[config.mk]
export PLATFORM = sky130hd
export DESIGN_NAME = bdrs_ctrl
export DESIGN_NICKNAME = d
export VERILOG_FILES = /design/src/sv/bdrs_pkg.sv /design/src/sv/bdrs_ctrl.sv
export VERILOG_INCLUDE_DIRS = /design/src /design/src/sv
export SDC_FILE = /design/constraint.sdc
export NUM_CORES = 1
export LEC_CHECK = 0
export BUFFER_PORTS_ARGS = -buffer_cell sky130_fd_sc_hd__buf_2
export CAP_MARGIN = 5
export CORE_AREA = 3 3 83 85
export DETAILED_ROUTE_END_ITERATION = 8
export DIE_AREA = 0 0 86 88
export PLACE_DENSITY_LB_ADDON = 0.25
export SYNTH_ARGS = -nofsm -noshare
export SYNTH_HDL_FRONTEND = slang
export SYNTH_SLANG_ARGS = --single-unit
[constraint.sdc]
create_clock -name clk -period 3.07 [get_ports clk]
set_clock_uncertainty 0.1 [all_clocks]
set_input_delay 0.307 -clock clk [delete_from_list [all_inputs] [get_ports clk]]
set_output_delay 0.307 -clock clk [all_outputs]
set_load 0.05 [all_outputs]
[src/sv/block_decomposed_range_sum_macros.svh]
// ----------------------------------------------------------------------------
// block_decomposed_range_sum macros
// assertion shorthands clocked on clk and disabled during reset
// ----------------------------------------------------------------------------
`ifndef BLOCK_DECOMPOSED_RANGE_SUM_MACROS_SVH
`define BLOCK_DECOMPOSED_RANGE_SUM_MACROS_SVH

// same-cycle implication
`define BDRS_ASSERT_NOW(label, ante, cons, msg) \
    label: assert property (@(posedge clk) disable iff (!rst_n) (ante) |-> (cons)) \
        else $error(msg);

// next-cycle implication
`define BDRS_ASSERT_NEXT(label, ante, cons, msg) \
    label: assert property (@(posedge clk) disable iff (!rst_n) (ante) |=> (cons)) \
        else $error(msg);

`endif

[src/sv/bdrs_pkg.sv]
// ----------------------------------------------------------------------------
// bdrs_pkg
// shared sizes and the controller to datapath command word
// ----------------------------------------------------------------------------
package bdrs_pkg;

    localparam int MAX_ELEMENTS = 1024;
    localparam int BLOCK_LEN    = 32;
    localparam int NUM_BLOCKS   = (MAX_ELEMENTS + BLOCK_LEN - 1) / BLOCK_LEN;
    localparam int ELEM_AW      = $clog2(MAX_ELEMENTS);
    localparam int BLK_W        = $clog2(BLOCK_LEN);
    localparam int BLK_AW       = ELEM_AW - BLK_W;
    localparam int COUNT_W      = 11;
    localparam int DATA_W       = 32;
    localparam int BSUM_W       = 38;
    localparam int SUM_W        = 42;

    localparam logic MODE_WRITE = 1'b0;
    localparam logic MODE_QUERY = 1'b1;

    typedef struct packed {
        logic               load;
        logic               elem_rd;
        logic               elem_wr;
        logic               bsum_rd;
        logic               bsum_wr;
        logic               wr_zero;
        logic               add_elem;
        logic               add_bsum;
        logic [ELEM_AW-1:0] elem_addr;
        logic [BLK_AW-1:0]  bsum_addr;
    } dp_cmd_t;

endpackage

[src/sv/bdrs_ctrl.sv]
// ----------------------------------------------------------------------------
// bdrs_ctrl
// sequencer for clearing, element writes and range walks
// ----------------------------------------------------------------------------
`include "block_decomposed_range_sum_macros.svh"

module bdrs_ctrl
(
    input  logic                                clk,
    input  logic                                rst_n,
    input  logic                                start,
    input  logic                                mode,
    input  logic [bdrs_pkg::ELEM_AW-1:0]        index,
    input  logic [bdrs_pkg::ELEM_AW-1:0]        left,
    input  logic [bdrs_pkg::ELEM_AW-1:0]        right,
    input  logic                                cfg_valid,
    input  logic [bdrs_pkg::COUNT_W-1:0]        cfg_data,
    output logic                                busy,
    output logic                                done,
    output logic                                accepted,
    output bdrs_pkg::dp_cmd_t                   cmd
);

    typedef enum logic [2:0] {
        ST_CLEAR,
        ST_IDLE,
        ST_WR_READ,
        ST_WR_UPDATE,
        ST_Q_HEAD,
        ST_Q_MID,
        ST_Q_TAIL,
        ST_DRAIN
    } state_t;

    state_t                          state_reg;
    state_t                          state_next;
    logic [bdrs_pkg::ELEM_AW-1:0]    ptr_reg;
    logic [bdrs_pkg::ELEM_AW-1:0]    ptr_next;
    logic [bdrs_pkg::BLK_AW-1:0]     blk_reg;
    logic [bdrs_pkg::BLK_AW-1:0]     blk_next;
    logic [bdrs_pkg::ELEM_AW-1:0]    right_reg;
    logic [bdrs_pkg::ELEM_AW-1:0]    right_next;
    logic [bdrs_pkg::COUNT_W-1:0]    count_reg;
    logic [bdrs_pkg::COUNT_W-1:0]    count_next;
    logic                            done_reg;
    logic                            done_next;
    logic                            accepted_reg;
    logic                            accepted_next;

    logic [bdrs_pkg::COUNT_W-1:0]    live_n;
    logic                            accept;
    logic                            wr_ok;
    logic                            q_ok;
    logic                            item_ok;
    logic [bdrs_pkg::BLK_AW-1:0]     eb;
    logic [bdrs_pkg::BLK_AW-1:0]     ptr_blk;
    logic [bdrs_pkg::BLK_AW:0]       ptr_blk_inc;
    logic [bdrs_pkg::BLK_AW:0]       blk_inc;

    assign live_n = (count_reg > bdrs_pkg::COUNT_W'(bdrs_pkg::MAX_ELEMENTS))
                    ? bdrs_pkg::COUNT_W'(bdrs_pkg::MAX_ELEMENTS) : count_reg;
    assign accept  = start && (state_reg == ST_IDLE);
    assign wr_ok   = bdrs_pkg::COUNT_W'(index) < live_n;
    assign q_ok    = (bdrs_pkg::COUNT_W'(right) < live_n) && (left <= right);
    assign item_ok = (mode == bdrs_pkg::MODE_WRITE) ? wr_ok : q_ok;

    assign eb          = right_reg[bdrs_pkg::ELEM_AW-1 -: bdrs_pkg::BLK_AW];
    assign ptr_blk     = ptr_reg[bdrs_pkg::ELEM_AW-1 -: bdrs_pkg::BLK_AW];
    assign ptr_blk_inc = {1'b0, ptr_blk} + (bdrs_pkg::BLK_AW+1)'(1);
    assign blk_inc     = {1'b0, blk_reg} + (bdrs_pkg::BLK_AW+1)'(1);

    assign count_next = cfg_valid ? cfg_data : count_reg;

    always_comb
    begin
        state_next    = state_reg;
        ptr_next      = ptr_reg;
        blk_next      = blk_reg;
        right_next    = right_reg;
        done_next     = 1'b0;
        accepted_next = accepted_reg;
        cmd           = '0;
        cmd.elem_addr = ptr_reg;
        cmd.bsum_addr = ptr_blk;

        case (state_reg)
            ST_CLEAR:
            begin
                cmd.elem_wr   = 1'b1;
                cmd.wr_zero   = 1'b1;
                cmd.bsum_wr   = ptr_reg < bdrs_pkg::ELEM_AW'(bdrs_pkg::NUM_BLOCKS);
                cmd.bsum_addr = ptr_reg[bdrs_pkg::BLK_AW-1:0];
                ptr_next      = ptr_reg + 1'b1;
                if (ptr_reg == bdrs_pkg::ELEM_AW'(bdrs_pkg::MAX_ELEMENTS - 1))
                begin
                    state_next = ST_IDLE;
                    ptr_next   = '0;
                end
            end

            ST_IDLE:
            begin
                if (start)
                begin
                    cmd.load = 1'b1;
                    if (!item_ok)
                    begin
                        done_next     = 1'b1;
                        accepted_next = 1'b0;
                    end
                    else if (mode == bdrs_pkg::MODE_WRITE)
                    begin
                        ptr_next   = index;
                        state_next = ST_WR_READ;
                    end
                    else
                    begin
                        ptr_next   = left;
                        right_next = right;
                        state_next = ST_Q_HEAD;
                    end
                end
            end

            ST_WR_READ:
            begin
                cmd.elem_rd = 1'b1;
                cmd.bsum_rd = 1'b1;
                state_next  = ST_WR_UPDATE;
            end

            ST_WR_UPDATE:
            begin
                cmd.elem_wr   = 1'b1;
                cmd.bsum_wr   = 1'b1;
                done_next     = 1'b1;
                accepted_next = 1'b1;
                state_next    = ST_IDLE;
            end

            ST_Q_HEAD:
            begin
                cmd.elem_rd  = 1'b1;
                cmd.add_elem = 1'b1;
                ptr_next     = ptr_reg + 1'b1;
                if (ptr_reg == right_reg)
                begin
                    state_next = ST_DRAIN;
                end
                else if (&ptr_reg[bdrs_pkg::BLK_W-1:0])
                begin
                    if (ptr_blk_inc < {1'b0, eb})
                    begin
                        blk_next   = ptr_blk_inc[bdrs_pkg::BLK_AW-1:0];
                        state_next = ST_Q_MID;
                    end
                    else
                    begin
                        state_next = ST_Q_TAIL;
                    end
                end
            end

            ST_Q_MID:
            begin
                cmd.bsum_rd   = 1'b1;
                cmd.add_bsum  = 1'b1;
                cmd.bsum_addr = blk_reg;
                blk_next      = blk_inc[bdrs_pkg::BLK_AW-1:0];
                if (blk_inc == {1'b0, eb})
                begin
                    ptr_next   = {eb, {bdrs_pkg::BLK_W{1'b0}}};
                    state_next = ST_Q_TAIL;
                end
            end

            ST_Q_TAIL:
            begin
                cmd.elem_rd  = 1'b1;
                cmd.add_elem = 1'b1;
                ptr_next     = ptr_reg + 1'b1;
                if (ptr_reg == right_reg)
                begin
                    state_next = ST_DRAIN;
                end
            end

            ST_DRAIN:
            begin
                done_next     = 1'b1;
                accepted_next = 1'b1;
                state_next    = ST_IDLE;
            end

            default:
            begin
                state_next = ST_IDLE;
            end
        endcase
    end

    always_ff @(posedge clk or negedge rst_n)
    begin
        if (!rst_n)
        begin
            state_reg    <= ST_CLEAR;
            ptr_reg      <= '0;
            blk_reg      <= '0;
            right_reg    <= '0;
            count_reg    <= '0;
            done_reg     <= 1'b0;
            accepted_reg <= 1'b0;
        end
        else
        begin
            state_reg    <= state_next;
            ptr_reg      <= ptr_next;
            blk_reg      <= blk_next;
            right_reg    <= right_next;
            count_reg    <= count_next;
            done_reg     <= done_next;
            accepted_reg <= accepted_next;
        end
    end

    assign busy     = (state_reg != ST_IDLE);
    assign done     = done_reg;
    assign accepted = accepted_reg;

    `BDRS_ASSERT_NEXT(a_reject_now, accept && !item_ok, done_reg && !accepted_reg, "rejected word not reported next cycle")
    `BDRS_ASSERT_NOW(a_ok_source, done_reg && accepted_reg, $past(state_reg == ST_DRAIN || state_reg == ST_WR_UPDATE), "accepted result without finished work")
    `BDRS_ASSERT_NOW(a_mid_range, state_reg == ST_Q_MID, blk_reg < eb, "block walk past last block")
    `BDRS_ASSERT_NOW(a_ptr_range, (state_reg == ST_Q_HEAD) || (state_reg == ST_Q_TAIL), ptr_reg <= right_reg, "element walk past range end")

endmodule

==> results of run 1 <==
-- layer usage --
metal	wire (um)	vias up	GRT usage, %	part of all wire, %
li1	-	1538	-	-
met1	3890	1564	30.6	41
met2	4700	132	46.7	50
met3	528	20	3.48	5.6
met4	268	0	10.6	2.9
met5	0	-	0	0
-- cells in the mapped netlist (3+ instances only) --
master and n:
dfrtp_1 41, ha_1 37, inv_1 35, nand2_1 27, nor2_1 25, a21oi_1 18, mux2_2 18, o22ai_1 16
xnor2_1 15, mux2i_1 14, clkbuf_1 12, nand2b_1 11, a211oi_1 8, nor3_1 8, o21ai_0 8, nand3_1 7
a22oi_1 5, a31oi_1 5, and3_1 5, nand4_1 5, a21o_1 4, xor2_1 4, buf_1 3, buf_2 3
mux2_4 3, o211ai_1 3
-- stage by stage --
step / util [%] / cells / hold slack [ns] / power (W)
after floorplan: - / 387 / -0.0886 / 0.00315
after global placement: 62.1 / 523 / 0.387 / 0.00376
after detailed placement: 62.1 / 523 / 0.397 / 0.00381
after CTS: 63.5 / 531 / 0.0870 / 0.00417
after global routing: 63.6 / 531 / 0.110 / 0.00450
final: 63.6 / 531 / 0.0544 / 0.00419
-- layout make-up --
class / instances / area (sq um) / share of cell area (%)
tap: 77 / 96.3 / 2.41
timing repair buffer: 78 / 408 / 10.2
clock inverter: 2 / 10.0 / 0.251
multi-input combinational: 291 / 2240 / 56.2
inverter: 36 / 135 / 3.38
clock buffer: 6 / 72.6 / 1.82
sequential: 41 / 1030 / 25.8
-- report_power, final --
group / switching (W) / internal [W] / total (W)
Combinational: 0.00175 / 0.000993 / 0.00275
Clock: 0.000190 / 0.000158 / 0.000348
Sequential: 0.000348 / 0.000745 / 0.00109
Total: 0.00229 / 0.00190 / 0.00419
-- cells by family (layout without fill, tap and decap cells) --
logic type | count (synthesis) | after routing | synth area share (%)
flip-flops | 41 | 41 | 29.5
AO/OA/AOI/OAI | 94 | 94 | 19.2
multiplexers | 35 | 35 | 11.2
AND/OR/NAND/NOR | 106 | 106 | 15.7
XOR/XNOR | 19 | 19 | 4.79
adder cells (fa/ha/maj) | 37 | 37 | 13.3
buffers and inverters | 55 | 122 | 6.27
-- how the worst min path moves through the flow --
| stage | start | endpoint | slack [ns] | depth (start not counted) |
|---|---|---|---|---|
| finish | rst_n | ptr_reg[2]$_DFFE_PN0P_ | 0.05 | 1 |
| global route | rst_n | ptr_reg[0]$_DFFE_PN0P_ | 0.11 | 1 |
| CTS | rst_n | ptr_reg[0]$_DFFE_PN0P_ | 0.09 | 1 |
| detailed placement | rst_n | ptr_reg[0]$_DFFE_PN0P_ | 0.40 | 1 |
| global placement | rst_n | ptr_reg[3]$_DFFE_PN0P_ | 0.39 | 1 |
| floorplan | rst_n | accepted$_DFFE_PN0P_ | -0.09 | 0 |
==> flow_summary.ini, run 1 <==
[layout]
largest_reg_flops = 11
diodes = 0
final_common_cell = buf_2
syn2layout_area_growth_pct = 14.9
stdcell_area_sq_um = 3990
nNetsFinal = 536
drive_gt1_share_pct = 27.1
fill_cells = 543
layout_common_cells = buf_2, dfrtp_1, ha_1

[synth]
synth_ff_type = dfrtp_1
syn-num-nets = 470
yosysWarnings = 0
yosys.area.top_type_share_pct = 29.5
synth_area_leaders = dfrtp_1, ha_1, mux2_2
avgSynthCellArea_sq_um = 8.98
synth_top_area_cell = dfrtp_1
synth.distinct_cells = 63
syn_area_sq_um = 3470
async_reset_ff_share_pct = 100
ys_ff_latch = 41
syn_inst = 387
synth_edf_count = 0
synth-seq-area-share_pct = 29.5

[drt]
wl_um = 9390
vias = 3254
antenna_left = 0
vias_per_cell = 6.13
dr.pass1.iters = 4
drc = 0
avgRoutedWirePerCell_um = 17.7
initialDrtViolationCount = 319

[sta]
relSlewSlack_pct = 36.6
worst_pin_slew_ns = 0.951
drv_slew = 0
final.setup.tns_ns = 0
period_needed_ns = 2.87
hold_viol = 0
max_freq_ghz = 0.349
min_period_over_period_pct = 93.4
setup_slack_ns = 0.204
rsz0062_at_grt = false
finalSetupViolations = 0

[placement]
place_ws_ns = 0.112
portBuffers = 71
place_congestion = 0.916
dp_hpwl_um = 7570
place_area_sq_um = 3900

[critical_path]
crit_path_end_kind = register
worstPathMaxFanout = 16
r2r_slack_ns = 0.20
cp_num_cells = 9
r2r_end = right_reg[5]$_DFFE_PN0P_
critPathMaxStageDelay_ns = 0.50
crit_end = right_reg[5]$_DFFE_PN0P_
worst-setup-path-type = register to register
slowest_stage = dfrtp_2
worst-path-buf-inv = 0
worst_setup_path_start_kind = register
cp-startpoint = count_reg[10]$_DFFE_PN0P_
path_delay_family = simple AND/OR/NAND/NOR gates
cp.arrival_ns = 2.94
r2r-start = count_reg[10]$_DFFE_PN0P_
crit_path_cell_trace = nand2b_1 > ha_1 > nor4b_2 > o21bai_2 > a31o_1 > nor2_1 > and2_1 > nand2_1 > mux2_2
cp.required_ns = 3.14
r2r.worst_path.cells = 9

[floorplanning]
start_util_pct = 55.4
rows = 29
die_w_um = 86
die_h_um = 88
coreArea_sq_um = 6280
die_area_sq_um = 7570
io_pins = 72

[cts]
clkLatencyLatePin_ns = 0.29
post_cts_resized = 0
post_cts_buffers = 0
h-tree-depth = 2
cts.path.max_buffers = 2
path_clk_slew_ns = 0.08
cts_tree = done
cts-root-buf = clkbuf_8
cts_hold_buf = 0
cts_sinks = 41
cts_buffers = 5

[outcome]
status = complete, no violations

[global_route]
grt_pass1_wl_um = 15400
grt_max_degree = 42
first_global_vias = 3267
grt_usage_pct = 25.8
antenna_found_initial = 0
grt_overflow = 0

[hold_path]
hold_path_class = primary input to asynchronous set/reset pin

[power]
power_density_nw_per_um2 = 1050
leakage_nw = 1.97
ir_worst_vdd_v = 0.00101

[flow_run]
max_cap_violations = 0
Note: power is estimated with default switching activity, not from simulation.
==> inputs of run 2 (changes only) <==
--- a/config.mk
+++ b/config.mk
@@ -8,9 +8,9 @@
 export LEC_CHECK = 0
 export BUFFER_PORTS_ARGS = -buffer_cell sky130_fd_sc_hd__buf_2
 export CAP_MARGIN = 5
-export CORE_AREA = 3 3 83 85
+export CORE_AREA = 3 3 112 114
 export DETAILED_ROUTE_END_ITERATION = 8
-export DIE_AREA = 0 0 86 88
+export DIE_AREA = 0 0 115 117
 export PLACE_DENSITY_LB_ADDON = 0.25
 export SYNTH_ARGS = -nofsm -noshare
 export SYNTH_HDL_FRONTEND = slang
==> flow_summary.ini, run 2 (synthesis gave the netlist of run 1 again) <==
[cts]
cts_buffers = 5
path_clk_slew_ns = 0.07
cts_sinks = 41
cts.path.max_buffers = 2
cts_hold_buf = 0
clkLatencyLatePin_ns = 0.30
cts-root-buf = clkbuf_16
cts_tree = done
h-tree-depth = 2

[floorplanning]
rows = 39
die_w_um = 115
io_pins = 72
coreArea_sq_um = 11500
die_h_um = 117
start_util_pct = 30.2
die_area_sq_um = 13500

[drt]
avgRoutedWirePerCell_um = 17.5
drc = 0
dr.pass1.iters = 4
vias = 3189
vias_per_cell = 5.29
initialDrtViolationCount = 154
wl_um = 10500
antenna_left = 0

[sta]
rsz0062_at_grt = false
min_period_over_period_pct = 92.5
final.setup.tns_ns = 0
worst_pin_slew_ns = 0.955
drv_slew = 0
hold_viol = 0
period_needed_ns = 2.84
setup_slack_ns = 0.230
relSlewSlack_pct = 36.4
finalSetupViolations = 0
max_freq_ghz = 0.352

[layout]
nNetsFinal = 542
diodes = 0
stdcell_area_sq_um = 4180
drive_gt1_share_pct = 27.6
syn2layout_area_growth_pct = 20.2
largest_reg_flops = 11
final_common_cell = buf_2
layout_common_cells = buf_2, dfrtp_1, ha_1
finalCoreUtilization_pct = 36.3

[power]
internal-power_w = 0.00206
sw_frac_of_total_pct = 53.5
switchingPower_w = 0.00237
clock_power_share_pct = 12.1
leakage_nw = 2.01
power_frac_seq_pct = 24.0
power_density_nw_per_um2 = 1060
pwr-share-comb_pct = 63.9
ir_worst_vdd_v = 0.000261

[critical_path]
slowest_stage = or3_1
crit_path_cell_trace = ha_1 > nand3_1 > xnor2_1 > ha_1 > a21oi_1 > and3_1 > a31oi_1 > or3_1 > a211o_1
worstPathMaxFanout = 10
crit_top_cell = ha_1
cp.arrival_ns = 2.92
cp.required_ns = 3.15
worst_setup_path_start_kind = register
crit_path_end_kind = register
critPathMaxStageDelay_ns = 0.50
r2r_slack_ns = 0.23
worst-setup-path-type = register to register

[global_route]
gr-usage-met3_pct = 3.91
grt_max_degree = 42
grt_usage_pct = 16.3
grt_overflow = 0
antenna_found_initial = 0
grt_pass1_wl_um = 17100
use_met2_pct = 25.6
grt_use_met1_pct = 22.5
first_global_vias = 3222
top_usage_layer = met2

[outcome]
status = complete, no violations

[placement]
place_area_sq_um = 4030
place_ws_ns = 0.127
portBuffers = 71
place_congestion = 0.844
dp_hpwl_um = 8610

[hold_path]
hold_path_class = primary input to asynchronous set/reset pin

[flow_run]
max_cap_violations = 0
==> run 2: cell count changes in the layout (fill, tap and decap cells not counted) <==
| cell | before | now |
|---|---|---|
| or3_4 | 1 | 0 |
| clkbuf_8 | 5 | 0 |
| clkbuf_16 | 0 | 5 |
| dfrtp_2 | 2 | 1 |
| or3_1 | 0 | 1 |
| dfrtp_1 | 39 | 40 |
| clkinv_2 | 2 | 0 |
| buf_4 | 7 | 13 |
| clkinvlp_4 | 0 | 2 |
==> run 2: routing by layer <==
layer  wire [um]  vias up  part of all wire (%)
met5           0        -                     0
met4         171        0                   1.6
met3         579       12                   5.5
met2        4850      102                    46
met1        4930     1521                    47
li1            -     1554                     -
==> run 2: timing repair <==
action,CTS,global route
setup endpoints to repair,0,14
buffers inserted,0,0
resized for setup,0,2
==> run 2: power groups by stage <==
stage / clock [W] / sequential, W / combinational [W]
floorplan: 0 / 0.00117 / 0.00198
detailed placement: 0 / 0.00107 / 0.00282
global route: 0.000583 / 0.00111 / 0.00309
global placement: 0 / 0.00107 / 0.00280
finish: 0.000538 / 0.00106 / 0.00283
CTS: 0.000554 / 0.00106 / 0.00284
==> run 2: layout make-up <==
type	instances	area (sq um)
Timing Repair Buffer	84	453
Multi-Input combinational cell	291	2240
Inverter	36	135
Sequential cell	41	1030
Clock inverter	2	15.0
Tap cell	143	179
Fill cell	1235	7340
Clock buffer	6	129
==> run 2: path summary, 6_finish.rpt <==
kind                                          start                   endpoint  cells past startpoint
max reg2reg                  ptr_reg[6]$_DFFE_PN0P_     blk_reg[0]$_DFFE_PN0P_                      9
max                          ptr_reg[6]$_DFFE_PN0P_     blk_reg[0]$_DFFE_PN0P_                      9
max in group asynchronous                     rst_n  count_reg[10]$_DFFE_PN0P_                      1
min in group clk                        cfg_data[6]   count_reg[6]$_DFFE_PN0P_                      2
min reg2reg                count_reg[3]$_DFFE_PN0P_   count_reg[3]$_DFFE_PN0P_                      1
min                                           rst_n     blk_reg[1]$_DFFE_PN0P_                      1
==> run 2: per-stage QoR <==
step | instances | hold WS, ns | total power (W)
after CTS | 603 | 0.103 | 0.00445
after global routing | 603 | 0.130 | 0.00478
final | 603 | 0.0503 | 0.00444
after floorplan | 387 | -0.0886 | 0.00315
after detailed placement | 595 | 0.400 | 0.00390
after global placement | 595 | 0.396 | 0.00387
==> run 2: worst max-delay path: cells and delay by family, from the launching register on <==
family                     cells  cell delay [ns]
DFF                            1             0.43
and+or+nand+nor                3             0.84
AOI/OAI and AO/OA              3             0.56
adders and majority gates      2             0.57
xor gates and xnor gates       1             0.21
